[src/rtl/core/sad_min_offset_search_assert.svh]
// ----------------------------------------------------------------------------
// SAD search assertion macros
// Concurrent assertion wrappers; compiled out when ASSERT_OFF is defined.
// ----------------------------------------------------------------------------
`ifndef SAD_MIN_OFFSET_SEARCH_ASSERT_SVH
`define SAD_MIN_OFFSET_SEARCH_ASSERT_SVH

`ifndef ASSERT_OFF

// property holds at every edge outside reset
`define SMS_ASSERT(name, clk_s, rst_s, prop) \
  name: assert property (@(posedge clk_s) disable iff (rst_s) (prop)) \
    else $error("%m: assertion failed");

// antecedent implies consequent on the next edge
`define SMS_ASSERT_NEXT(name, clk_s, rst_s, ante, cons) \
  name: assert property (@(posedge clk_s) disable iff (rst_s) (ante) |=> (cons)) \
    else $error("%m: assertion failed");

`else

`define SMS_ASSERT(name, clk_s, rst_s, prop)
`define SMS_ASSERT_NEXT(name, clk_s, rst_s, ante, cons)

`endif

`endif

[src/rtl/core/sms_ram.sv]
// ----------------------------------------------------------------------------
// SAD search generic RAM
// Single-port synchronous RAM with a registered read.
// ----------------------------------------------------------------------------
module sms_ram #(
  parameter int WIDTH = 16,
  parameter int DEPTH = 256,
  localparam int AW = (DEPTH > 1) ? $clog2(DEPTH) : 1
) (
  input  logic             clk,
  input  logic             we,
  input  logic [AW-1:0]    addr,
  input  logic [WIDTH-1:0] wdata,
  output logic [WIDTH-1:0] rdata
);

  logic [WIDTH-1:0] mem [DEPTH];

  always_ff @(posedge clk) begin
    if (we) begin
      mem[addr] <= wdata;
    end
    rdata <= mem[addr];
  end

endmodule

[config.mk]
export PLATFORM = sky130hd
export DESIGN_NAME = sms_ram
export DESIGN_NICKNAME = d
export VERILOG_FILES = /design/src/rtl/core/sad_min_offset_search_assert.svh /design/src/rtl/core/sms_ram.sv
export SDC_FILE = /design/constraint.sdc
export NUM_CORES = 2
export LEC_CHECK = 0
export BUFFER_PORTS_ARGS = -buffer_cell sky130_fd_sc_hd__buf_2
export CAP_MARGIN = 20
export CORE_MARGIN = 3
export CORE_UTILIZATION = 25
export CTS_BUF_LIST = sky130_fd_sc_hd__clkbuf_4 sky130_fd_sc_hd__clkbuf_8 sky130_fd_sc_hd__clkbuf_16
export DETAILED_ROUTE_END_ITERATION = 8
export PLACE_DENSITY = 0.41
export SYNTH_ARGS = -nofsm -noshare
export SYNTH_HDL_FRONTEND = slang
export SYNTH_SLANG_ARGS = --single-unit
export TNS_END_PERCENT = 1
[constraint.sdc]
create_clock -name clk -period 8.02 [get_ports clk]
set_input_delay 0.802 -clock clk [delete_from_list [all_inputs] [get_ports clk]]
set_output_delay 0.802 -clock clk [all_outputs]
set_load 0.02 [all_outputs]
Word level (Yosys, flattened, before mapping)
Memories as Yosys holds them, arrays and structs flattened. A register that Yosys moved wholly into a read port is not among the register bits.
Index checks and enable logic that the tools add are counted.
Operators by class
  muxes and demuxes: 2
Operators by type and width (number)
  $mux 1: 2
Word-level totals
  bits in registers: 0
  RAM bits: 4096
  word-level logic and storage cells: 3
  memories kept: 1
Memory list
  mem: words 256, bits a word 16, read ports 1, clocked after memory_dff 1, write ports 1, line sms_ram.sv:17  | logic [WIDTH-1:0] mem [DEPTH];

Longest topological paths before layout
  depth in word-level cells: 2
  mapped depth: 10
  depth with buffers taken out: 5

Least setup slack after synthesis
Ideal clock, no wire load.
  path type: input to register
  start point: in addr[0]
  end point: mem mem[145][0], enable pin
  setup time: 0.409 ns
  data arrival time: 3.091 ns
  slack: 4.520 ns
  cell stages on the path: 7
  path buffers: 5
  cell sequence: clkbuf_1 buf_6 clkbuf_1 buf_2 nand2b_1 clkbuf_1 nor3_1
RTL lines
  start, declared: line sms_ram.sv:12  | input logic [AW-1:0] addr,
  end, declared: line sms_ram.sv:17
Straight into the memory's write port.

==> results.sh <==
export IMPL_status="complete, but fails checks"
export IMPL_violations="max-slew violations"
export IMPL_rows=288
export IMPL_cts_buffers=454
export IMPL_ys_seq_area_frac=0.794
export IMPL_fin_tns_setup_ps=0
export IMPL_hold_path_class="input port to flip-flop"
export IMPL_power_internal_mw=36.4
export IMPL_required_ps=8750
export IMPL_post_route_util=0.298
export IMPL_ys_ff_latch=4112
export IMPL_wl_mm=467
export IMPL_drtAntennaViolNets=0
export IMPL_drive_gt1_frac=0.316
export IMPL_grt_first_pass_wirelength_mm=646
export IMPL_drtIter0Drc=7707
export IMPL_p_leak_nw=55.2
export IMPL_ff_latch_area_mm2=0.123
export IMPL_drtPass1Iterations=5
export IMPL_vdd_drop_max_mv=0.173
export IMPL_cts_setup_buffers=0
export IMPL_finalHoldViolations=0
export IMPL_critPathSlowestCell="o41ai_4"
export IMPL_coreArea_mm2=0.617
export IMPL_power_share_sequential=0.511
export IMPL_pwr_share_clk=0.443
export IMPL_cts_htree_levels=5
export IMPL_critPathKind="input port to flip-flop"
export IMPL_power_mw=46.5
export IMPL_synth_cell_types=22
export IMPL_cts_tree="yes"
export IMPL_min_period_ps=4440
export IMPL_hold_ws_ps=216
export IMPL_grt_max_degree=161
export IMPL_grt_overflow=0
export IMPL_rsz0062_at_grt="false"
export IMPL_cts_resized=0
export IMPL_slowest_delay_ps=970
export IMPL_grt_use_total=0.144
export IMPL_crit_path_frequent_cell="buf_12"
export IMPL_vias=74000
export IMPL_drt_vias_per_instance=4.67
export IMPL_switching_share=0.216
export IMPL_setup_violations=0
export IMPL_period_share=0.553
export IMPL_power_density_mw_per_mm2=253
export IMPL_placed_area_mm2=0.169
export IMPL_pin_count=42
export IMPL_crit_fanout=75
export IMPL_grt_pass1_vias=77000
export IMPL_drc=0
export IMPL_clock_sinks=4112
export IMPL_p_sw_mw=10.1
export IMPL_nNetsFinal=7215
export IMPL_clk_insertion_delay_late_ps=1000
export IMPL_die_area_mm2=0.631
export IMPL_die_h_um=794
export IMPL_maxSlewViolCount=72
export IMPL_cp_arrival_ps=5170
export IMPL_area_growth_syn_to_layout_pct=18.4
export IMPL_drv_cap=0
export IMPL_multi_input_comb_area_mm2=0.0312
export IMPL_fillers=59400
export IMPL_syn_nets=6753
export IMPL_antenna_found_initial=43
export IMPL_synthCells=6727
export IMPL_root_buffer="clkbuf_16"
export IMPL_yosys_area_top_type_share=0.791
export IMPL_die_w_um=794
export IMPL_synthTopCellsByArea="edfxtp_1 79%, mux4_2 15%, a22oi_1 2.5%"
export IMPL_skew_ps=54.8
export IMPL_gp_congestion=0.751
export IMPL_relSlewSlack=-0.0645
export IMPL_wire_per_inst_um=29.5
export IMPL_crit_chain="buf_12 -> buf_4 -> buf_12 -> mux4_2 -> a22oi_1 -> a21oi_1 -> o41ai_4 -> nand4_1"
export IMPL_hpwl_mm=270
export IMPL_start_util=0.252
export IMPL_yosysTopAreaCell="edfxtp_1"
export IMPL_clkTransAtPathRegs_ps=60
export IMPL_max_clock_freq_mhz=225
export IMPL_combinationalPowerShare=0.046
export IMPL_netlist_area_mm2=0.155
export IMPL_ctsHoldBuffers=0
export IMPL_endpoint_kind="flip-flop"
export IMPL_syn_area_per_cell_um2=23.1
export IMPL_ys_warn_count=0
export IMPL_tightestPinTransition_ps=1600
export IMPL_io_buffers=41
export IMPL_fin_area_mm2=0.184
export IMPL_start_kind="input port"
export IMPL_clockBufferDepth=4
-- cell usage after synthesis, drive strengths merged --
library cell / number
nor2: 232
mux4: 1024
nand2b: 6
nand3: 13
dfxtp: 16
or2: 2
buf: 171
nor3: 30
or3: 1
nand4: 16
o41ai: 64
a21oi: 256
inv: 1
and2: 3
edfxtp: 4096
nor2b: 7
a22oi: 512
clkbuf: 249
nand2: 28
-- worst paths after layout --
| path | startpoint | endpoint | slack [ps] | cells past startpoint |
|---|---|---|---|---|
| min | wdata[0] | mem[214][0] | 220 | 1 |
| max reg2reg | mem[47][7] | rdata[7] | 4620 | 5 |
| max | addr[0] | rdata[7] | 3580 | 8 |
| min reg2reg | mem[160][10] | rdata[10] | 1010 | 5 |
-- placed cells by master, fill, tap and decap left out, types with 5 or more instances in the layout --
master / n
dfxtp_1: 16
a21oi_1: 256
diode_2: 17
nor2_2: 141
buf_6: 12
o41ai_2: 23
buf_8: 69
nand3_1: 5
clkbuf_8: 8
clkbuf_4: 101
buf_16: 11
mux4_2: 1024
bufinv_16: 36
clkinvlp_4: 10
inv_16: 5
clkinv_1: 123
buf_4: 275
edfxtp_1: 4096
o41ai_4: 12
nor2_1: 88
buf_2: 25
nand4_1: 16
a22oi_1: 512
clkinv_2: 64
nand2_1: 20
nor3_2: 29
o41ai_1: 29
clkinv_16: 6
clkbuf_16: 460
buf_12: 34
nand3_4: 5
-- cell type report --
type                            count  area share
Tap cell                         8265      0.0562
Inverter                            1   0.0000204
Antenna cell                       17    0.000231
Sequential cell                  4112       0.670
Clock buffer                      569      0.0673
Multi-Input combinational cell   2194       0.170
Timing Repair Buffer              426      0.0236
Clock inverter                    253      0.0126
-- per-stage QoR --
stage,setup WS [ps],instances
detailed placement,2560,15000
global route,3500,15800
finish,3580,15800
CTS,3640,15800
floorplan,4520,6727
global placement,1850,14900
-- kinds of logic (layout without fill, tap and decap cells) --
| logic type | count (synthesis) | count (layout) | synth area share |
|---|---|---|---|
| and+or+nand+nor | 338 | 338 | 0.00907 |
| DFF | 4112 | 4112 | 0.794 |
| muxes | 1024 | 1024 | 0.148 |
| AOI/OAI and AO/OA | 832 | 832 | 0.0366 |
| other | 0 | 17 | 0 |
| buffers and inverters | 421 | 1249 | 0.0124 |
-- state kept, by name, indices dropped and copies added, names as in the netlist --
| name | count |
|---|---|
| rdata | 16 |
| mem | 4096 |
-- layer usage --
layer	up-vias	part of all wire	GRT usage	wire length (um)
met5	-	0.000051	0	24
met4	4	0.022	0.0309	10200
met3	577	0.056	0.0219	26000
met2	2208	0.48	0.238	226000
met1	41200	0.44	0.201	204000
li1	30100	-	-	-
-- worst max-delay path: cells and delay by family --
family / cells / cell delay [ps]
buffers and inverters: 3 / 1270
multiplexers: 1 / 580
AND/OR/NAND/NOR: 1 / 410
AO/OA/AOI/OAI: 3 / 1880
-- power by group through the flow --
stage          sequential [mW]  clock, mW  combinational [mW]
5_1_grt                   23.8       22.0                2.28
6_report                  23.8       20.6                2.14
2_1_floorplan             24.2          0                1.02
4_1_cts                   23.8       21.1                2.21
3_3_place_gp              24.2          0                2.16
3_5_place_dp              24.2          0                2.21
Power figures use the tool's default switching activity.
