### config.mk
export PLATFORM = sky130hd
export DESIGN_NAME = sms_sad_acc
export DESIGN_NICKNAME = d
export VERILOG_FILES = /design/src/rtl/core/sad_min_offset_search_assert.svh /design/src/rtl/core/sms_pkg.sv /design/src/rtl/core/sms_sad_acc.sv
export SDC_FILE = /design/constraint.sdc
export NUM_CORES = 1
export LEC_CHECK = 0
export ABC_AREA = 1
export BUFFER_PORTS_ARGS = -buffer_cell sky130_fd_sc_hd__buf_2
export CAP_MARGIN = 5
export CELL_PAD_IN_SITES_DETAIL_PLACEMENT = 1
export CELL_PAD_IN_SITES_GLOBAL_PLACEMENT = 2
export CORE_UTILIZATION = 32
export DETAILED_ROUTE_END_ITERATION = 8
export PLACE_DENSITY_LB_ADDON = 0.1
export SLEW_MARGIN = 20
export SYNTH_ARGS = -nofsm -noshare
export SYNTH_HDL_FRONTEND = slang
export SYNTH_SLANG_ARGS = --single-unit
### constraint.sdc
create_clock -name clk -period 2.8 [get_ports clk]
set_input_delay 0 -clock clk [delete_from_list [all_inputs] [get_ports clk]]
set_output_delay 0 -clock clk [all_outputs]
set_load 0.02 [all_outputs]
### src/rtl/core/sad_min_offset_search_assert.svh
// ----------------------------------------------------------------------------
// SAD search assertion macros
// Concurrent assertion wrappers; compiled out when ASSERT_OFF is defined.
// ----------------------------------------------------------------------------
`ifndef SAD_MIN_OFFSET_SEARCH_ASSERT_SVH
`define SAD_MIN_OFFSET_SEARCH_ASSERT_SVH

`ifndef ASSERT_OFF

// property holds at every edge outside reset
`define SMS_ASSERT(name, clk_s, rst_s, prop) \
  name: assert property (@(posedge clk_s) disable iff (rst_s) (prop)) \
    else $error("%m: assertion failed");

// antecedent implies consequent on the next edge
`define SMS_ASSERT_NEXT(name, clk_s, rst_s, ante, cons) \
  name: assert property (@(posedge clk_s) disable iff (rst_s) (ante) |=> (cons)) \
    else $error("%m: assertion failed");

`else

`define SMS_ASSERT(name, clk_s, rst_s, prop)
`define SMS_ASSERT_NEXT(name, clk_s, rst_s, ante, cons)

`endif

`endif

### src/rtl/core/sms_pkg.sv
// ----------------------------------------------------------------------------
// SAD search package
// Word types, command and register codes, controller states.
// ----------------------------------------------------------------------------
package sms_pkg;

  localparam int SAMPLE_W = 16;
  localparam int INDEX_W  = 14;
  localparam int LIMIT_W  = 16;
  localparam int BUFLEN_W = 15;

  // command codes carried in request.command
  localparam logic [1:0] CMD_WRITE_TEMPLATE = 2'd0;
  localparam logic [1:0] CMD_WRITE_BUFFER   = 2'd1;
  localparam logic [1:0] CMD_SEARCH         = 2'd2;
  localparam logic [1:0] CMD_RESERVED       = 2'd3;  // ignored, no result

  // configuration register indexes
  localparam logic [1:0] CFG_BUFFER_LENGTH = 2'd0;
  localparam logic [1:0] CFG_INITIAL_LIMIT = 2'd1;

  localparam logic [BUFLEN_W-1:0] BUFFER_LENGTH_RST = 15'd16384;
  localparam logic [LIMIT_W-1:0]  INITIAL_LIMIT_RST = 16'd400;

  typedef struct packed {
    logic [1:0]                 command;
    logic [INDEX_W-1:0]         index;
    logic signed [SAMPLE_W-1:0] sample;
  } request_t;

  typedef struct packed {
    logic               found;
    logic [INDEX_W-1:0] position;
    logic [LIMIT_W-1:0] best_distance;
  } result_t;

  // travels with each read pair through the accumulator pipeline
  typedef struct packed {
    logic valid;
    logic first;
    logic last;
  } sad_tag_t;

  typedef enum logic [1:0] {
    ST_IDLE,
    ST_READ,
    ST_WAIT,
    ST_DONE
  } state_t;

endpackage

### src/rtl/core/sms_sad_acc.sv
// ----------------------------------------------------------------------------
// SAD search accumulator
// Absolute difference of two RAM read words, summed over one window.
// ----------------------------------------------------------------------------
module sms_sad_acc
  import sms_pkg::*;
#(
  parameter int SUM_W = 25
) (
  input  logic                clk,
  input  logic                rst,
  input  sad_tag_t            tag,       // aligned with the RAM address cycle
  input  logic [SAMPLE_W-1:0] tmpl_data,
  input  logic [SAMPLE_W-1:0] buf_data,
  output logic [SUM_W-1:0]    sum,
  output logic                sum_valid
);

  sad_tag_t             tag_d1;
  sad_tag_t             tag_d2;
  logic [SAMPLE_W-1:0]  absdiff;
  logic [SUM_W-1:0]     acc;
  logic [SUM_W-1:0]     acc_next;
  logic signed [SAMPLE_W:0] diff;
  logic [SAMPLE_W:0]    mag;

  always_comb begin
    diff = $signed({tmpl_data[SAMPLE_W-1], tmpl_data}) -
           $signed({buf_data[SAMPLE_W-1], buf_data});
    mag  = diff[SAMPLE_W] ? $unsigned(-diff) : $unsigned(diff);
    acc_next = (tag_d2.first ? '0 : acc) + SUM_W'(absdiff);
  end

  always_ff @(posedge clk) begin
    if (rst) begin
      tag_d1    <= '0;
      tag_d2    <= '0;
      sum_valid <= 1'b0;
    end else begin
      tag_d1    <= tag;
      tag_d2    <= tag_d1;
      sum_valid <= tag_d2.valid & tag_d2.last;
    end
  end

  always_ff @(posedge clk) begin
    absdiff <= mag[SAMPLE_W-1:0];  // |d| <= 65535
    if (tag_d2.valid) begin
      acc <= acc_next;
    end
  end

  assign sum = acc;

endmodule

Yosys cells after proc, flatten, opt, wreduce, memory -nomap -nowiden
Index checks and enable logic that the tools add are counted.
{"block": "op_classes", "n_mux": 2, "n_bitwise": 1, "n_addsub": 3}
{"op": "25-bit by 16-bit adder with 25-bit output", "count": 1}
{"op": "25-bit 2-to-1 mux", "count": 1}
{"op": "16-bit by 16-bit subtractor with 17-bit output", "count": 1}
{"op": "16-bit 2-to-1 mux", "count": 1}
{"op": "16-bit negator", "count": 1}
{"op": "1-bit bitwise AND", "count": 1}
{"block": "totals", "output_inout_bits": 26, "reg_bits": 48, "elab_cells": 15}

Longest topological paths before layout
{"block": "logic_depth", "ltp_word": 3, "depth_mapped": 18, "mapped_depth_nobuf": 17}

Least setup slack after synthesis
Ideal clock, no wire load.
{"block": "synth_path", "path_type": "register to register", "startpoint": "register tag_d2[1] (netlist bit)", "endpoint": "register acc[24] (netlist: sum[24]), data pin", "t_required_ns": 2.542, "n_path_buf": 2, "t_arrival_ns": 2.146, "path_stages_with_launch": 14, "synth_period_minus_slack_ns": 2.403, "slack_ns": 0.397, "path_cell_list": "dfxtp_1 buf_2 buf_1 nor2_1 ha_1 nand2_1 nor2_1 nor2_1 o21ai_1 a21oi_1 o21ai_1 nand2_1 nor2_1 xnor2_1"}
{"block": "synth_between", "elab_chain_len": 2}
{"element": "from (decl)", "line_no": "sms_sad_acc.sv:20", "source": "sad_tag_t tag_d2;"}
{"element": "from (signal assigned)", "line_no": "sms_sad_acc.sv:41", "source": "tag_d2 <= tag_d1;"}
{"element": "25-bit 2-to-1 mux", "line_no": "sms_sad_acc.sv:31", "source": "acc_next = (tag_d2.first ? '0 : acc) + SUM_W'(absdiff);"}
{"element": "25-bit by 16-bit adder with 25-bit output", "line_no": "sms_sad_acc.sv:31"}
{"element": "net acc_next[24]", "line_no": "sms_sad_acc.sv:23", "source": "logic [SUM_W-1:0] acc_next;"}
{"element": "to (signal assigned)", "line_no": "sms_sad_acc.sv:49", "source": "acc <= acc_next;"}
{"element": "to (decl)", "line_no": "sms_sad_acc.sv:22", "source": "logic [SUM_W-1:0] acc;"}
The timed path passes the listed nets, and every way through them passes these cells.
A chain may end at the register's enable or synchronous reset.

Final worst setup path
Same ends and word-level chain as after synthesis.

==> impl_metrics.yaml <==
yosys:
  ys_types: 40
  postSynth.asyncResetShare: 0
  ys_seq_elements: 48
  postSynthAreaPerCell_um2: 6.97
  synthesis.area_mm2: 0.00406
  synth_top_area_frac: 0.185
  synth-main-ff-cell: "edfxtp_1"
  synth_area_leaders: "edfxtp_1 (18%), nand2_1 (14%), dfxtp_1 (11%)"
  ys_warn_count: 0
  syn_nets: 655
  synth.largest_area_cell: "edfxtp_1"
  syn_inst: 583
  yosysMostFrequentCell: "nand2_1"
  synth_seq_area_share: 0.298
  synth_edf_count: 25
  synthTopCellsByCount: "nand2_1 (151), inv_1 (111), nor2_1 (71), ha_1 (33), nand3_1 (28)"
worst_setup_path:
  rrSetupSlack_ns: 0.30
  critPathMaxStageDelay_ns: 0.43
  cp_data_arrival_time_ns: 2.55
  r2r-end: "sum[24]"
  endpoint_kind: "flop"
  worstPathMaxFanout: 11
  crit_end: "sum[24]"
  cp_cell_sequence: "nor2_1 > ha_1 > fa_1 > nand3_1 > nand2_1 > inv_1 > o21ai_1 > a21oi_1 > o21ai_1 > nand2_1 > nor2_1 > xnor2_1"
  critPathLaunchType: "flop"
  rr_startpoint: "tag_d2[1]"
  slowest_stage: "dfxtp_2"
  cp.required_ns: 2.85
  crit_type: "reg -> reg"
  r2r.worst_path.cells: 12
  critPathLaunch: "tag_d2[1]"
timing:
  hold_viol: 0
  finalCriticalPeriod_ns: 2.50
  clock.fmax_mhz: 400
  worst_pin_slew_ns: 0.370
  min_period_over_period: 0.893
  finalSetupViolations: 0
  setup_tns_ns: 0
  slew_viol_final: 0
  clock_skew_ns: 0.00791
  relSlewSlack: 0.750
  rsz0062_at_grt: "no"
floorplan:
  core_area_mm2: 0.0122
  die_h_um: 115
  die_area_mm2: 0.0132
  ioPinCount: 63
  num_rows: 40
  start_util: 0.333
  die_width_um: 115
final_layout:
  fillers: 1600
  drive_gt1_frac: 0.164
  design_area_mm2: 0.00483
  syn2layout_area_growth_pct: 18.8
  stdcell_count: 832
  multi_input_area_mm2: 0.00239
  fin_nets: 735
  diodes: 0
  register_area_mm2: 0.00121
clock_network:
  cts_tree: "done"
  clock_latency_ns: 0.30
  clk_pin_slew_ns: 0.07
  cts.sinks: 48
  cts_buffers: 5
  htreeDepth: 2
  cts_buffer_depth: 2
  cts_setup_buffers: 0
  root_buffer: "clkbuf_16"
global_routing:
  grt_usage: 0.178
  grt_max_degree: 27
  grt_pass1_vias: 3860
  antenna_found_initial: 0
  grt.overflow.total: 0
  grt_pass1_wl_um: 18400
placement:
  portBuffers: 62
  placed_cells: 817
  dpl-instance-area_mm2: 0.00461
  dp_hpwl_um: 9100
  gp_congestion: 0.813
detailed_routing:
  wl_met3_um: 196
  drtIter0Drc: 98
  highest_layer: "met4"
  post_drt_wl_per_cell_um: 13.0
  via_per_inst: 4.54
  route.met2.wl_um: 5730
  drcViolationCount: 0
  routed_wl_um: 10800
  ant_nets: 0
  wl_met1_um: 4710
  via_count: 3780
  dr.pass1.iters: 4
power:
  power_mw: 3.23
  p_leak_nw: 2.57
  ir_drop_mv: 0.236
  powerDensity_mw_per_mm2: 669
status:
  status: "finished clean"
worst_hold_path:
  holdCritPathClass: "in -> reg"
flow_run:
  drv_cap: 0
==> power breakdown <==
| group | switching, mW | internal [mW] | total [mW] | leakage [nW] |
|---|---|---|---|---|
| combinational | 1.03 | 0.609 | 1.64 | 2.07 |
| clock | 0.263 | 0.329 | 0.593 | 0.0736 |
| sequential | 0.0577 | 0.942 | 1.00 | 0.423 |
| total | 1.35 | 1.88 | 3.23 | 2.57 |
==> placed cells by master, fill, tap and decap left out, types with 3 or more instances in the layout <==
cell type,count
buf_4,8
clkbuf_16,5
xor2_1,21
dfxtp_1,22
nand4_1,11
a21oi_1,27
nand2_2,9
nand3_1,28
nor2_1,71
buf_2,62
nand3_2,5
nand3b_1,3
nand2_1,151
xnor2_1,12
o21ai_1,4
xnor2_2,3
o21ai_0,7
edfxtp_1,25
inv_2,3
nor3_1,7
inv_1,111
dlygate4sd3_1,7
ha_1,33
==> layer usage <==
metal  track usage  up-vias
met5             0        -
met4        0.0494        0
met3        0.0206       11
met2         0.341       49
met1         0.206     1738
li1              -     1982
==> repair_timing <==
item / in CTS / in global routing
hold endpoints to repair: 7 / 0
setup endpoints to repair: 0 / 3
resized for setup: 0 / 1
hold buffers: 7 / 0
==> final cells by class <==
| cell class | count | share of cell area |
|---|---|---|
| Multi-Input combinational cell | 417 | 0.496 |
| Clock buffer | 5 | 0.0259 |
| Inverter | 114 | 0.0886 |
| Clock inverter | 3 | 0.00389 |
| Timing Repair Buffer | 77 | 0.0912 |
| Sequential cell | 48 | 0.251 |
| Tap cell | 168 | 0.0435 |
==> through the flow <==
stage	utilization	hold slack, ns	worst slack, ns
2_1_floorplan	-	0.0712	0.397
4_1_cts	0.395	0.0497	0.169
6_report	0.395	0.0400	0.300
3_5_place_dp	0.378	0.219	0.189
3_3_place_gp	0.378	0.201	0.270
5_1_grt	0.395	0.0673	0.0279
==> sequential cells by signal, summed over array words and instances (netlist names) <==
name and cells:
tag_d2 3, tag_d1 3, sum_valid 1, absdiff 16, sum 25
==> cells by family after synthesis <==
family / share of synthesized area
AOI/OAI and AO/OA: 0.0755
adders and majority gates: 0.111
DFF: 0.298
buffers and inverters: 0.113
and+or+nand+nor: 0.315
xor gates and xnor gates: 0.0872
==> worst max-delay path, delay by kind of cell, from the launching register on <==
kind / cells / cell delay [ns]
compound gates: 3 / 0.55
xor+xnor: 1 / 0.11
fa+ha+maj: 2 / 0.68
simple gates: 5 / 0.43
buf+inv: 1 / 0.07
flops: 1 / 0.43
==> how the worst min path moves through the flow <==
stage                 from          to  cells after the start
6_report       buf_data[0]  absdiff[0]                      3
5_1_grt        buf_data[0]  absdiff[0]                      3
4_1_cts        buf_data[0]  absdiff[0]                      3
3_5_place_dp        tag[0]   tag_d1[0]                      3
3_3_place_gp        tag[0]   tag_d1[0]                      3
2_1_floorplan          rst   tag_d1[0]                      1
Power figures use the tool's default switching activity.
